`config.mk`:
```
export PLATFORM = sky130hd
export DESIGN_NAME = stereo_corner_triangulator_flat
export DESIGN_NICKNAME = d
export VERILOG_FILES = /design/src/rtl/stc_pkg.sv /design/src/rtl/stc_if.sv /design/src/rtl/stc_cfg.sv /design/src/rtl/stc_div.sv /design/src/rtl/stereo_corner_triangulator.sv /design/src/flat_wrapper.sv
export SDC_FILE = /design/constraint.sdc
export NUM_CORES = 2
export LEC_CHECK = 0
export BUFFER_PORTS_ARGS = -buffer_cell sky130_fd_sc_hd__buf_4
export CAP_MARGIN = 10
export CORE_AREA = 2 2 257 360
export DETAILED_ROUTE_END_ITERATION = 16
export DIE_AREA = 0 0 259 362
export PLACE_DENSITY_LB_ADDON = 0.1
export SETUP_SLACK_MARGIN = 0.4
export SLEW_MARGIN = 10
export SYNTH_ARGS = -nofsm -noshare
export SYNTH_HDL_FRONTEND = slang
export SYNTH_HIERARCHICAL = 1
export SYNTH_SLANG_ARGS = --single-unit
```
`constraint.sdc`:
```
create_clock -name clk -period 15.5 [get_ports clk]
set_clock_uncertainty 0.15 [all_clocks]
set_input_delay 0.775 -clock clk [delete_from_list [all_inputs] [get_ports clk]]
set_output_delay 0.775 -clock clk [all_outputs]
set_load 0.05 [all_outputs]
```
`src/rtl/stc_pkg.sv`:
```
// Shared constants, types and helper functions of the stereo corner triangulator.
package stc_pkg;

	localparam int CORNERS_PER_TAG = 4;
	localparam int PIXEL_FRAC_BITS = 4;

	localparam int PIX_W    = 16;
	localparam int COORD_W  = 32;
	localparam int CNT_W    = (CORNERS_PER_TAG > 1) ? $clog2(CORNERS_PER_TAG) : 1;
	localparam int ZMAG_W   = COORD_W + PIXEL_FRAC_BITS;
	localparam int PROD_W   = PIX_W + ZMAG_W;
	localparam int DIV_W    = PROD_W + (PROD_W % 2);
	localparam int DIV_STEPS = DIV_W / 2;
	localparam int DIV_CNT_W = $clog2(DIV_STEPS);

	localparam int NUM_REGS  = 5;
	localparam int REG_IDX_W = $clog2(NUM_REGS);
	localparam int REG_DATA_W = COORD_W;

	localparam logic [REG_IDX_W-1:0] REG_FOCAL_X        = REG_IDX_W'(0);
	localparam logic [REG_IDX_W-1:0] REG_FOCAL_Y        = REG_IDX_W'(1);
	localparam logic [REG_IDX_W-1:0] REG_CENTER_X       = REG_IDX_W'(2);
	localparam logic [REG_IDX_W-1:0] REG_CENTER_Y       = REG_IDX_W'(3);
	localparam logic [REG_IDX_W-1:0] REG_BASELINE_FOCAL = REG_IDX_W'(4);

	localparam logic [PIX_W-1:0]   FOCAL_X_RST        = PIX_W'(8000);
	localparam logic [PIX_W-1:0]   FOCAL_Y_RST        = PIX_W'(8000);
	localparam logic [PIX_W-1:0]   CENTER_X_RST       = PIX_W'(5120);
	localparam logic [PIX_W-1:0]   CENTER_Y_RST       = PIX_W'(3840);
	localparam logic [COORD_W-1:0] BASELINE_FOCAL_RST = COORD_W'(3276800);

	localparam logic [COORD_W-1:0] S32_MAX = {1'b0, {(COORD_W-1){1'b1}}};
	localparam logic [COORD_W-1:0] S32_MIN = {1'b1, {(COORD_W-1){1'b0}}};

	typedef struct packed {
		logic [PIX_W-1:0]   focal_x;
		logic [PIX_W-1:0]   focal_y;
		logic [PIX_W-1:0]   center_x;
		logic [PIX_W-1:0]   center_y;
		logic [COORD_W-1:0] baseline_focal;
	} cfg_t;

	typedef struct packed {
		logic busy;
		logic done;
	} div_stat_t;

	// magnitude of a 17 bit signed difference of two pixel values
	function automatic logic [PIX_W-1:0] abs_diff(input logic [PIX_W:0] d);
		logic [PIX_W:0] n;
		n = -d;
		return d[PIX_W] ? n[PIX_W-1:0] : d[PIX_W-1:0];
	endfunction

	// sign and magnitude to saturated signed 32 bit
	function automatic logic [COORD_W-1:0] sat32(input logic neg,
		input logic [DIV_W-1:0] mag);
		logic [COORD_W-1:0] low;
		low = mag[COORD_W-1:0];
		if (!neg) begin
			return (mag > DIV_W'(S32_MAX)) ? S32_MAX : low;
		end
		return (mag > DIV_W'(S32_MIN)) ? S32_MIN : COORD_W'(-low);
	endfunction

endpackage

```
`src/rtl/stc_if.sv`:
```
// Handshake interfaces for corner input and point output transfers.
interface stc_corner_if;
	logic                        valid;
	logic                        ready;
	logic [stc_pkg::PIX_W-1:0] u_left;
	logic [stc_pkg::PIX_W-1:0] v_left;
	logic [stc_pkg::PIX_W-1:0] u_right;

	modport source (output valid, u_left, v_left, u_right, input ready);
	modport sink (input valid, u_left, v_left, u_right, output ready);
endinterface

interface stc_point_if;
	logic                               valid;
	logic                               ready;
	logic signed [stc_pkg::COORD_W-1:0] x_meters;
	logic signed [stc_pkg::COORD_W-1:0] y_meters;
	logic signed [stc_pkg::COORD_W-1:0] z_meters;
	logic                               last_point;

	modport source (output valid, x_meters, y_meters, z_meters, last_point, input ready);
	modport sink (input valid, x_meters, y_meters, z_meters, last_point, output ready);
endinterface

```
`src/rtl/stc_cfg.sv`:
```
// Configuration register file: camera intrinsics and baseline-focal product.
module stc_cfg (
	input  logic                               clk,
	input  logic                               arst_n,
	input  logic                               wr_en,
	input  logic [stc_pkg::REG_IDX_W-1:0]     wr_index,
	input  logic [stc_pkg::REG_DATA_W-1:0]    wr_data,
	output stc_pkg::cfg_t                      cfg
);

	stc_pkg::cfg_t cfg_q;

	always_ff @(posedge clk or negedge arst_n) begin
		if (!arst_n) begin
			cfg_q.focal_x        <= stc_pkg::FOCAL_X_RST;
			cfg_q.focal_y        <= stc_pkg::FOCAL_Y_RST;
			cfg_q.center_x       <= stc_pkg::CENTER_X_RST;
			cfg_q.center_y       <= stc_pkg::CENTER_Y_RST;
			cfg_q.baseline_focal <= stc_pkg::BASELINE_FOCAL_RST;
		end else if (wr_en) begin
			case (wr_index)
				stc_pkg::REG_FOCAL_X: begin
					cfg_q.focal_x <= wr_data[stc_pkg::PIX_W-1:0];
				end
				stc_pkg::REG_FOCAL_Y: begin
					cfg_q.focal_y <= wr_data[stc_pkg::PIX_W-1:0];
				end
				stc_pkg::REG_CENTER_X: begin
					cfg_q.center_x <= wr_data[stc_pkg::PIX_W-1:0];
				end
				stc_pkg::REG_CENTER_Y: begin
					cfg_q.center_y <= wr_data[stc_pkg::PIX_W-1:0];
				end
				stc_pkg::REG_BASELINE_FOCAL: begin
					cfg_q.baseline_focal <= wr_data[stc_pkg::COORD_W-1:0];
				end
				default: begin
				end
			endcase
		end
	end

	assign cfg = cfg_q;

endmodule

```
`src/rtl/stc_div.sv`:
```
// Unsigned radix-4 restoring divider, two quotient bits per cycle.
module stc_div (
	input  logic                             clk,
	input  logic                             arst_n,
	input  logic                             start,
	input  logic [stc_pkg::DIV_W-1:0]       dividend,
	input  logic [stc_pkg::PIX_W-1:0]       divisor,
	output logic [stc_pkg::DIV_W-1:0]       quotient,
	output stc_pkg::div_stat_t               stat
);

	localparam int W = stc_pkg::PIX_W;

	logic                              busy_q;
	logic                              done_q;
	logic [stc_pkg::DIV_CNT_W-1:0]    cnt_q;
	logic [W-1:0]                      rem_q;
	logic [W-1:0]                      dvs_q;
	logic [stc_pkg::DIV_W-1:0]        quo_q;

	logic [W:0]   r1;
	logic [W:0]   r2;
	logic [W-1:0] ra;
	logic [W-1:0] rb;
	logic         ge1;
	logic         ge2;

	always_comb begin
		r1  = {rem_q, quo_q[stc_pkg::DIV_W-1]};
		ge1 = r1 >= {1'b0, dvs_q};
		ra  = ge1 ? W'(r1 - {1'b0, dvs_q}) : r1[W-1:0];
		r2  = {ra, quo_q[stc_pkg::DIV_W-2]};
		ge2 = r2 >= {1'b0, dvs_q};
		rb  = ge2 ? W'(r2 - {1'b0, dvs_q}) : r2[W-1:0];
	end

	always_ff @(posedge clk or negedge arst_n) begin
		if (!arst_n) begin
			busy_q <= 1'b0;
			done_q <= 1'b0;
			cnt_q  <= '0;
		end else begin
			done_q <= 1'b0;
			if (start) begin
				busy_q <= 1'b1;
				cnt_q  <= '0;
			end else if (busy_q) begin
				cnt_q <= cnt_q + 1'b1;
				if (cnt_q == stc_pkg::DIV_CNT_W'(stc_pkg::DIV_STEPS - 1)) begin
					busy_q <= 1'b0;
					done_q <= 1'b1;
				end
			end
		end
	end

	always_ff @(posedge clk) begin
		if (start) begin
			quo_q <= dividend;
			dvs_q <= divisor;
			rem_q <= '0;
		end else if (busy_q) begin
			quo_q <= {quo_q[stc_pkg::DIV_W-3:0], ge1, ge2};
			rem_q <= rb;
		end
	end

	assign quotient  = quo_q;
	assign stat.busy = busy_q;
	assign stat.done = done_q;

endmodule

```
`src/rtl/stereo_corner_triangulator.sv`:
```
// Stereo corner triangulator: disparity, depth and lateral position per corner.
// Each corner makes three passes through the shared 2-bit-per-cycle divider (depth,
// then x, then y); a zero-disparity corner skips the divider and is marked invalid.
// A new corner is taken only once the current one is done. After the last corner of
// a tag, 4 point transfers follow before the next corner, unless any corner was invalid.
// Reset clears the corner count and invalid mark and loads register defaults.
module stereo_corner_triangulator (
	input  logic                              clk,
	input  logic                              arst_n,
	input  logic                              wr_en,
	input  logic [stc_pkg::REG_IDX_W-1:0]    wr_index,
	input  logic [stc_pkg::REG_DATA_W-1:0]   wr_data,
	stc_corner_if.sink                        corner_in,
	stc_point_if.source                       point_out
);

	localparam int CW = stc_pkg::COORD_W;
	localparam int PW = stc_pkg::PIX_W;
	localparam int NC = stc_pkg::CORNERS_PER_TAG;

	typedef enum logic [9:0] {
		S_IDLE = 10'b0000000001,
		S_ZDIV = 10'b0000000010,
		S_MULX = 10'b0000000100,
		S_LDX  = 10'b0000001000,
		S_DIVX = 10'b0000010000,
		S_MULY = 10'b0000100000,
		S_LDY  = 10'b0001000000,
		S_DIVY = 10'b0010000000,
		S_FIN  = 10'b0100000000,
		S_EMIT = 10'b1000000000
	} state_t;

	state_t state_q;

	stc_pkg::cfg_t     cfg;
	stc_pkg::div_stat_t div_stat;

	logic [stc_pkg::CNT_W-1:0]   count_q;
	logic [stc_pkg::CNT_W-1:0]   emit_q;
	logic                        invalid_q;

	logic [PW-1:0]               dx_mag_q;
	logic                        dx_neg_q;
	logic [PW-1:0]               dy_mag_q;
	logic                        dy_neg_q;
	logic [stc_pkg::ZMAG_W-1:0]  z_mag_q;
	logic                        z_neg_q;
	logic [stc_pkg::PROD_W-1:0]  prod_q;

	logic signed [CW-1:0] held_x_q [NC];
	logic signed [CW-1:0] held_y_q [NC];
	logic signed [CW-1:0] held_z_q [NC];

	logic                        in_xfer;
	logic                        out_xfer;
	logic [PW:0]                 disp;
	logic [PW:0]                 diff_x;
	logic [PW:0]                 diff_y;
	logic [CW-1:0]               bf_neg_val;
	logic [CW-1:0]               bf_mag;
	logic                        div_start;
	logic [stc_pkg::DIV_W-1:0]   div_dividend;
	logic [PW-1:0]               div_divisor;
	logic [stc_pkg::DIV_W-1:0]   quotient;
	logic [stc_pkg::DIV_W-1:0]   xy_mag;
	logic [PW-1:0]               mul_a;
	logic                        last_slot;

	stc_cfg u_cfg (
		.clk      (clk),
		.arst_n   (arst_n),
		.wr_en    (wr_en),
		.wr_index (wr_index),
		.wr_data  (wr_data),
		.cfg      (cfg)
	);

	assign in_xfer  = corner_in.valid && corner_in.ready;
	assign out_xfer = point_out.valid && point_out.ready;

	assign disp   = {1'b0, corner_in.u_left} - {1'b0, corner_in.u_right};
	assign diff_x = {1'b0, corner_in.u_left} - {1'b0, cfg.center_x};
	assign diff_y = {1'b0, corner_in.v_left} - {1'b0, cfg.center_y};

	assign bf_neg_val = -cfg.baseline_focal;
	assign bf_mag     = cfg.baseline_focal[CW-1] ? bf_neg_val : cfg.baseline_focal;

	always_comb begin
		div_start    = 1'b0;
		div_dividend = stc_pkg::DIV_W'(bf_mag) << stc_pkg::PIXEL_FRAC_BITS;
		div_divisor  = stc_pkg::abs_diff(disp);
		case (state_q)
			S_IDLE: begin
				div_start = in_xfer && (disp != '0);
			end
			S_LDX: begin
				div_start    = 1'b1;
				div_dividend = stc_pkg::DIV_W'(prod_q);
				div_divisor  = cfg.focal_x;
			end
			S_LDY: begin
				div_start    = 1'b1;
				div_dividend = stc_pkg::DIV_W'(prod_q);
				div_divisor  = cfg.focal_y;
			end
			default: begin
			end
		endcase
	end

	stc_div u_div (
		.clk      (clk),
		.arst_n   (arst_n),
		.start    (div_start),
		.dividend (div_dividend),
		.divisor  (div_divisor),
		.quotient (quotient),
		.stat     (div_stat)
	);

	// zero numerator gives zero even when the focal length is zero
	assign xy_mag    = (prod_q == '0) ? '0 : quotient;
	assign mul_a     = (state_q == S_MULY) ? dy_mag_q : dx_mag_q;
	assign last_slot = count_q == stc_pkg::CNT_W'(NC - 1);

	always_ff @(posedge clk or negedge arst_n) begin
		if (!arst_n) begin
			state_q   <= S_IDLE;
			count_q   <= '0;
			emit_q    <= '0;
			invalid_q <= 1'b0;
		end else begin
			case (state_q)
				S_IDLE: begin
					if (in_xfer) begin
						if (disp == '0) begin
							invalid_q <= 1'b1;
							state_q   <= S_FIN;
						end else begin
							state_q <= S_ZDIV;
						end
					end
				end
				S_ZDIV: begin
					if (div_stat.done) begin
						state_q <= S_MULX;
					end
				end
				S_MULX: begin
					state_q <= S_LDX;
				end
				S_LDX: begin
					state_q <= S_DIVX;
				end
				S_DIVX: begin
					if (div_stat.done) begin
						state_q <= S_MULY;
					end
				end
				S_MULY: begin
					state_q <= S_LDY;
				end
				S_LDY: begin
					state_q <= S_DIVY;
				end
				S_DIVY: begin
					if (div_stat.done) begin
						state_q <= S_FIN;
					end
				end
				S_FIN: begin
					if (last_slot) begin
						count_q   <= '0;
						invalid_q <= 1'b0;
						emit_q    <= '0;
						state_q   <= invalid_q ? S_IDLE : S_EMIT;
					end else begin
						count_q <= count_q + 1'b1;
						state_q <= S_IDLE;
					end
				end
				S_EMIT: begin
					if (out_xfer) begin
						emit_q <= emit_q + 1'b1;
						if (emit_q == stc_pkg::CNT_W'(NC - 1)) begin
							state_q <= S_IDLE;
						end
					end
				end
				default: begin
					state_q <= S_IDLE;
				end
			endcase
		end
	end

	always_ff @(posedge clk) begin
		if (in_xfer) begin
			dx_mag_q <= stc_pkg::abs_diff(diff_x);
			dx_neg_q <= diff_x[PW];
			dy_mag_q <= stc_pkg::abs_diff(diff_y);
			dy_neg_q <= diff_y[PW];
			z_neg_q  <= cfg.baseline_focal[CW-1] ^ disp[PW];
			if (disp == '0) begin
				held_x_q[count_q] <= '0;
				held_y_q[count_q] <= '0;
				held_z_q[count_q] <= '0;
			end
		end
		if (state_q == S_ZDIV && div_stat.done) begin
			z_mag_q <= quotient[stc_pkg::ZMAG_W-1:0];
		end
		if (state_q == S_MULX || state_q == S_MULY) begin
			prod_q <= stc_pkg::PROD_W'(mul_a) * stc_pkg::PROD_W'(z_mag_q);
		end
		if (state_q == S_DIVX && div_stat.done) begin
			held_x_q[count_q] <= stc_pkg::sat32(dx_neg_q ^ z_neg_q, xy_mag);
		end
		if (state_q == S_DIVY && div_stat.done) begin
			held_y_q[count_q] <= stc_pkg::sat32(dy_neg_q ^ z_neg_q, xy_mag);
			held_z_q[count_q] <= stc_pkg::sat32(z_neg_q, stc_pkg::DIV_W'(z_mag_q));
		end
	end

	assign corner_in.ready     = state_q == S_IDLE;
	assign point_out.valid     = state_q == S_EMIT;
	assign point_out.x_meters  = held_x_q[emit_q];
	assign point_out.y_meters  = held_y_q[emit_q];
	assign point_out.z_meters  = held_z_q[emit_q];
	assign point_out.last_point = emit_q == stc_pkg::CNT_W'(NC - 1);

	a_no_input_while_emit: assert property (@(posedge clk) disable iff (!arst_n)
		point_out.valid |-> !corner_in.ready)
		else $error("corner input open while points are being sent");

	a_busy_after_corner: assert property (@(posedge clk) disable iff (!arst_n)
		in_xfer |=> !corner_in.ready)
		else $error("corner input open right after a corner transfer");

	a_last_ends_tag: assert property (@(posedge clk) disable iff (!arst_n)
		out_xfer && point_out.last_point |=> !point_out.valid)
		else $error("point output still valid after the last point of a tag");

	a_div_start_idle: assert property (@(posedge clk) disable iff (!arst_n)
		div_start |-> !div_stat.busy)
		else $error("divider started while busy");

endmodule
```
`src/flat_wrapper.sv`:
```
// flat-port wrapper written by rule: the top's interface ports become plain ports
module stereo_corner_triangulator_flat 
  (clk, arst_n, wr_en, wr_index, wr_data, corner_in_valid, corner_in_u_left, corner_in_v_left, corner_in_u_right, corner_in_ready, point_out_valid, point_out_x_meters, point_out_y_meters, point_out_z_meters, point_out_last_point, point_out_ready);
  stc_corner_if corner_in_i ();
  stc_point_if point_out_i ();
  input  logic clk;
  input  logic arst_n;
  input  logic wr_en;
  input  logic [stc_pkg::REG_IDX_W-1:0] wr_index;
  input  logic [stc_pkg::REG_DATA_W-1:0] wr_data;
  input wire logic [$bits(corner_in_i.valid)-1:0] corner_in_valid;
  input wire logic [$bits(corner_in_i.u_left)-1:0] corner_in_u_left;
  input wire logic [$bits(corner_in_i.v_left)-1:0] corner_in_v_left;
  input wire logic [$bits(corner_in_i.u_right)-1:0] corner_in_u_right;
  output wire logic [$bits(corner_in_i.ready)-1:0] corner_in_ready;
  output wire logic [$bits(point_out_i.valid)-1:0] point_out_valid;
  output wire logic [$bits(point_out_i.x_meters)-1:0] point_out_x_meters;
  output wire logic [$bits(point_out_i.y_meters)-1:0] point_out_y_meters;
  output wire logic [$bits(point_out_i.z_meters)-1:0] point_out_z_meters;
  output wire logic [$bits(point_out_i.last_point)-1:0] point_out_last_point;
  input wire logic [$bits(point_out_i.ready)-1:0] point_out_ready;
  assign corner_in_i.valid = corner_in_valid;
  assign corner_in_i.u_left = corner_in_u_left;
  assign corner_in_i.v_left = corner_in_v_left;
  assign corner_in_i.u_right = corner_in_u_right;
  assign corner_in_ready = corner_in_i.ready;
  assign point_out_valid = point_out_i.valid;
  assign point_out_x_meters = point_out_i.x_meters;
  assign point_out_y_meters = point_out_i.y_meters;
  assign point_out_z_meters = point_out_i.z_meters;
  assign point_out_last_point = point_out_i.last_point;
  assign point_out_i.ready = point_out_ready;
  stereo_corner_triangulator u_core (.clk(clk), .arst_n(arst_n), .wr_en(wr_en), .wr_index(wr_index), .wr_data(wr_data), .corner_in(corner_in_i), .point_out(point_out_i));
endmodule
```
=== Yosys cells after proc, flatten, opt, wreduce, memory -nomap -nowiden ===
Memory sizes are Yosys's and may differ from the RTL's.
Cells that the tools add are included.

* Register bits: 325
* Bits in writable memories: 384
* Input bits: 88
* Word-level logic and storage cells: 168
* Memories kept: 3

{| class="wikitable"
|+ Memory list
! name !! depth !! bits a word !! read ports !! clocked after memory_dff !! write ports !! line !! source
|-
| u_core.held_x_q || 4 || 32 || 1 || 0 || 1 || stereo_corner_triangulator.sv:51 || <nowiki>logic signed [CW-1:0] held_x_q [NC];</nowiki>
|-
| u_core.held_y_q || 4 || 32 || 1 || 0 || 1 || stereo_corner_triangulator.sv:52 || <nowiki>logic signed [CW-1:0] held_y_q [NC];</nowiki>
|-
| u_core.held_z_q || 4 || 32 || 1 || 0 || 1 || stereo_corner_triangulator.sv:53 || <nowiki>logic signed [CW-1:0] held_z_q [NC];</nowiki>
|}

* Add/sub/neg operators: 14
* Multipliers: 1
* Magnitude comparators: 6
* Equality and inequality tests: 25
* Multiplexer cells: 68
* Bitwise gates (word level): 6
* Reductions and logical operators: 23

{| class="wikitable"
|+ Operators by type and width
! kind !! count
|-
| 32-bit 2-to-1 mux || 17
|-
| 52-bit 2-to-1 mux || 4
|-
| 10-bit case mux with 10 select lines || 1
|-
| 16-bit 2-to-1 mux || 6
|-
| 32-bit negation || 3
|-
| 10-bit 2-to-1 mux || 8
|-
| 52-bit by 31-bit greater-than comparator with 1-bit output (second input constant) || 1
|-
| 52-bit by 32-bit greater-than comparator with 1-bit output (second input constant) || 1
|-
| 52-bit zero test || 1
|-
| 16-bit by 36-bit multiplier with 52-bit output || 1
|-
| 16-bit by 16-bit subtractor with 17-bit output || 3
|-
| 16-bit negation || 3
|-
| 36-bit by 31-bit greater-than comparator with 1-bit output (second input constant) || 1
|-
| 36-bit by 32-bit greater-than comparator with 1-bit output (second input constant) || 1
|-
| 17-bit by 16-bit greater-or-equal comparator with 1-bit output || 2
|-
| 16-bit case mux with 2 select lines || 1
|-
| 16-bit subtractor || 2
|-
| 1-bit 2-to-1 mux || 22
|-
| 17-bit zero test || 1
|-
| 17-bit nonzero test || 1
|-
| 2-bit != test (second input constant) || 7
|-
| 10-bit by 1-bit == test with 1-bit output (second input constant) || 1
|-
| 10-bit == test (second input constant) || 1
|-
| 10-bit by 2-bit == test with 1-bit output (second input constant) || 1
|-
| other kinds (31) || 53
|}

=== Longest topological paths before layout ===
* Depth in word-level cells: 8
* Gate-level depth with buffers: 32
* Gate-level depth less buffers: 28

=== By module ===
The synthesis kept the hierarchy.

{| class="wikitable"
|+ Modules (own cells, without submodules)
! module !! instances !! cells an instance !! area an instance (µm²) !! sequential area each (µm²)
|-
| stereo_corner_triangulator || 1 || 4199 || 44622.8 || 15601.2
|-
| stc_div || 1 || 500 || 5562.8 || 2537.4
|-
| stc_cfg || 1 || 207 || 3683.5 || 2428.6
|}

=== Worst setup path before layout ===
No wires, ideal clock.

* Kind: register to register
* Start: register u_core.state_q[6]
* End: register u_core/prod_q[49] (netlist name), data pin
* Arrival: 7838 ps
* Required time: 15086 ps
* Setup slack: 7248 ps
* Stages on the path, launching flop included: 29
* Path buffers: 3
* Clock period less this slack: 8252 ps
* Path through: dfrtp_1 > nor4_1 > nand2_1 > nor3_1 > clkbuf_1 > mux2_2 > clkbuf_1 > and2_1 > fa_1 > inv_1 > fa_1 > fa_1 > inv_1 > fa_1 > fa_1 > inv_1 > fa_1 > inv_1 > ha_1 > clkbuf_1 > a211oi_1 > o21ai_0 > a31o_2 > a221o_1 > a31oi_1 > a2bb2oi_1 > a21oi_1 > a221oi_1 > xnor2_1

* Longest elaborated chain between the ends: 3

{| class="wikitable"
|+ RTL lines
! element !! line !! source
|-
| start, declared || stereo_corner_triangulator.sv:34 || <nowiki>state_t state_q;</nowiki>
|-
| start signal, assigned || stereo_corner_triangulator.sv:177 || <nowiki>state_q <= invalid_q ? S_IDLE : S_EMIT;</nowiki>
|-
| 10-bit by 6-bit == test with 1-bit output || stereo_corner_triangulator.sv:124 || <nowiki>assign mul_a = (state_q == S_MULY) ? dy_mag_q : dx_mag_q;</nowiki>
|-
| 16-bit 2-to-1 mux || stereo_corner_triangulator.sv:124 ||
|-
| 16-bit by 36-bit multiplier with 52-bit output || stereo_corner_triangulator.sv:215 || <nowiki>prod_q <= stc_pkg::PROD_W'(mul_a) * stc_pkg::PROD_W'(z_mag_q);</nowiki>
|-
| end signal, assigned || stereo_corner_triangulator.sv:215 ||
|-
| end, declared || stereo_corner_triangulator.sv:49 || <nowiki>logic [stc_pkg::PROD_W-1:0] prod_q;</nowiki>
|}

Every way passes these cells.
A chain may end at the register's enable or synchronous reset.

=== Final worst setup path ===
* Start: register u_core.state_q[6]
* End: register u_core/prod_q[45] (netlist name), data pin

The elaborated chain is that of the path after synthesis.

==> key figures <==
STA
  – Minimum clock period: 9.268 ns
  – Worst-margin pin slew: 1.225 ns
  – Final setup viols: 0
  – Worst slew margin: between 10% and 20%
  – Max frequency: 107.9 MHz
  – Final Hold Fails: 0
  – Max Slew Vio Count: 0
  – Fin worst setup slack: 6.232 ns
  – Period Utilization, post-route: 59.80%
  – Total negative slack: 0 ns
  – RSZ-0062 raised after global routing: false

Critical path
  – Setup crit end kind: flip-flop
  – Reg2Reg Setup Slack: 6.23 ns
  – Worst R2R Path Depth: 26
  – WS Path Type: reg2reg
  – Required @ worst endpoint: 15.73 ns
  – Critical Path AT: 9.50 ns
  – R2r endpoint: u_core/prod_q[45]
  – CP startpoint kind: flip-flop
  – Crit Path Max Fanout: 36
  – FF-to-FF Start: u_core/state_q[6]

Place
  – RePlAce Congestion: 0.9629
  – Dpl cell area: 56290 um^2
  – DP HPWL: 111500 um
  – Buffers on Ports: approximately 190
  – Placed Instances: ~6100
  – Post-place setup slack: 6.423 ns

GRT
  – Vias in the first global route: 39080
  – Remaining Overflow, GRT: 0
  – Global-route wire length before repair: about 230000 um
  – Largest net degree at the start of global routing: 96
  – GRT Total Usage: between 30% and 40%
  – Antenna violations before repair: 4

Finish
  – Area of the multi-input gates: 29960 um^2
  – Finished Cell Area: 58800 um^2
  – Filler cells: 7133
  – Register area: 20570 um^2
  – Fin cells: 6236
  – Final net count: 5764
  – Layout area overhead: 9.159%
  – Fraction of layout cells with a size suffix above 1: 14.11%

Detailed routing
  – DR iter-0 viols: 3228
  – Routed vias: around 38000
  – Routed length per placed instance: 24.35 um
  – DRT Pass-1 Iters: 8
  – Routed wire length: 151800 um
  – DR vias/cell: between 6 and 7
  – Antenna viol nets, final: 0
  – DRC viols: 0

Floorplan
  – # rows: approximately 130
  – Io pins: ~190
  – Initial core utilization: 59.42%
  – Die Wd: between 200 and 300 um
  – Core area: 90640 um^2
  – Die Y: roughly 360 um
  – Die ar.: 93760 um^2

Clock network
  – Reg clk slew, reported paths: 0.06 ns
  – CTS tree: yes
  – Post-CTS setup repair buffer count: 0
  – CTS Buf Count: 72
  – Num Clock Sinks: around 710
  – Clk buf depth: 3
  – Root Buffer: clkbuf_16
  – Skew-Pair Late Insertion Delay: 0.65 ns
  – Depth of the CTS H-tree: 3
  – Post-cts resize count: 0
  – Cts hold-fix bufs: 0

Synth
  – Syn. warnings: 6
  – Avg Inst Size Synth: roughly 11 um^2
  – Post-Synthesis Cell Area: between 50000 and 60000 um^2
  – Synth Instances: 4905
  – Net count after synthesis: ~5700

Run status
  – Outcome: complete, no violations

Job
  – Number of max-cap violations: 0

Hold path
  – Worst min path class: in2async
## sequential cells by signal, indices dropped and copies added, names as in the netlist
| name | count |
|---|---|
| u_core/count_q | 2 |
| u_core/dx_mag_q | 16 |
| u_core/dx_neg_q | 1 |
| u_core/dy_mag_q | 16 |
| u_core/dy_neg_q | 1 |
| u_core/emit_q | 2 |
| u_core/held_x_q | 128 |
| u_core/held_y_q | 128 |
| u_core/held_z_q | 128 |
| u_core/invalid_q | 1 |
| u_core/prod_q | 52 |
| u_core/state_q | 10 |
| u_core/u_cfg/cfg | 96 |
| u_core/u_div/busy_q | 1 |
| u_core/u_div/cnt_q | 5 |
| u_core/u_div/done_q | 1 |
| u_core/u_div/dvs_q | 16 |
| u_core/u_div/quotient | 52 |
| u_core/u_div/rem_q | 16 |
| u_core/z_mag_q | 36 |
| u_core/z_neg_q | 1 |
## area by class of cell
cell class / count / area share [%]
inverter: 646 / 4.124
multi-input combinational: 3306 / 50.95
clock inverter: 42 / 0.9491
tap: 1197 / 2.547
timing repair buffer: 245 / 3.128
antenna: 1 / 0.004256
sequential: 709 / 34.99
clock buffer: 90 / 3.303
## through the flow
step / hold slack, ns / util, %
3_3_place_gp: 0.3363 / 62.10
4_1_cts: 0.09751 / 64.86
5_1_grt: 0.1463 / 64.87
6_report: 0.09236 / 64.87
3_5_place_dp: 0.3426 / 62.10
2_1_floorplan: 0.2937 / -
## cells in the final DEF (no fill, tap or decap), drive strengths merged, types with 18 or more instances in the layout
cell,instances
nor3,47
clkbuf,90
o211ai,23
fa,479
a31oi,38
nand4,26
clkinv,30
a21oi,196
and3,18
o31ai,24
o21a,19
and2,246
nor2,226
nand2,568
dfstp,22
inv,650
xor2,86
or3,28
mux4,96
buf,245
o21ai,187
ha,217
xnor2,103
a21o,54
nand3,56
a22oi,19
a311oi,28
nor4,37
edfxtp,575
o22ai,20
a211oi,33
mux2i,21
nand2b,32
mux2,173
nor2b,30
dfrtp,96
## routing by layer
layer  vias up  part of all wire (%)  track usage [%]
met4         0                   5.9            16.75
li1      16890                     -                -
met1     19220                    38            41.77
met5         -                     0                0
met2      1629                    50            56.30
met3       465                   6.3            4.368
## worst max-delay path: stages (launching register included)
cell and delay [ns]:
dfrtp_1 0.40, nor4_1 0.38, nand2_1 0.11, nor3_2 0.10
buf_4 0.38, mux2_2 0.91, nand2_1 0.16, fa_1 0.52
inv_1 0.05, fa_1 0.51, fa_1 0.54, fa_1 0.52
fa_1 0.56, inv_1 0.06, fa_1 0.57, inv_1 0.05
ha_1 0.38, a211oi_1 0.34, o21ai_0 0.15, a31o_2 0.26
a221o_1 0.28, a31oi_1 0.49, a2bb2oi_1 0.36, a21oi_1 0.22
o21ai_0 0.18, o21ai_0 0.15, xnor2_1 0.14
## worst max path at each step
| stage | startpoint | endpoint | slack, ns | cells past startpoint |
|---|---|---|---|---|
| finish | u_core/state_q[6] | u_core/prod_q[45] | 6.23 | 26 |
| global route | u_core/state_q[6] | u_core/prod_q[45] | 5.89 | 26 |
| CTS | u_core/state_q[6] | u_core/prod_q[49] | 6.41 | 25 |
| detailed placement | u_core/state_q[6] | u_core/prod_q[49] | 6.42 | 25 |
| global placement | u_core/state_q[6] | u_core/prod_q[49] | 6.56 | 25 |
| floorplan | u_core/state_q[6] | u_core/prod_q[49] | 7.25 | 28 |
Power is not shown: default switching activity piles up to over one toggle a cycle in this logic, so the estimate is an artifact.
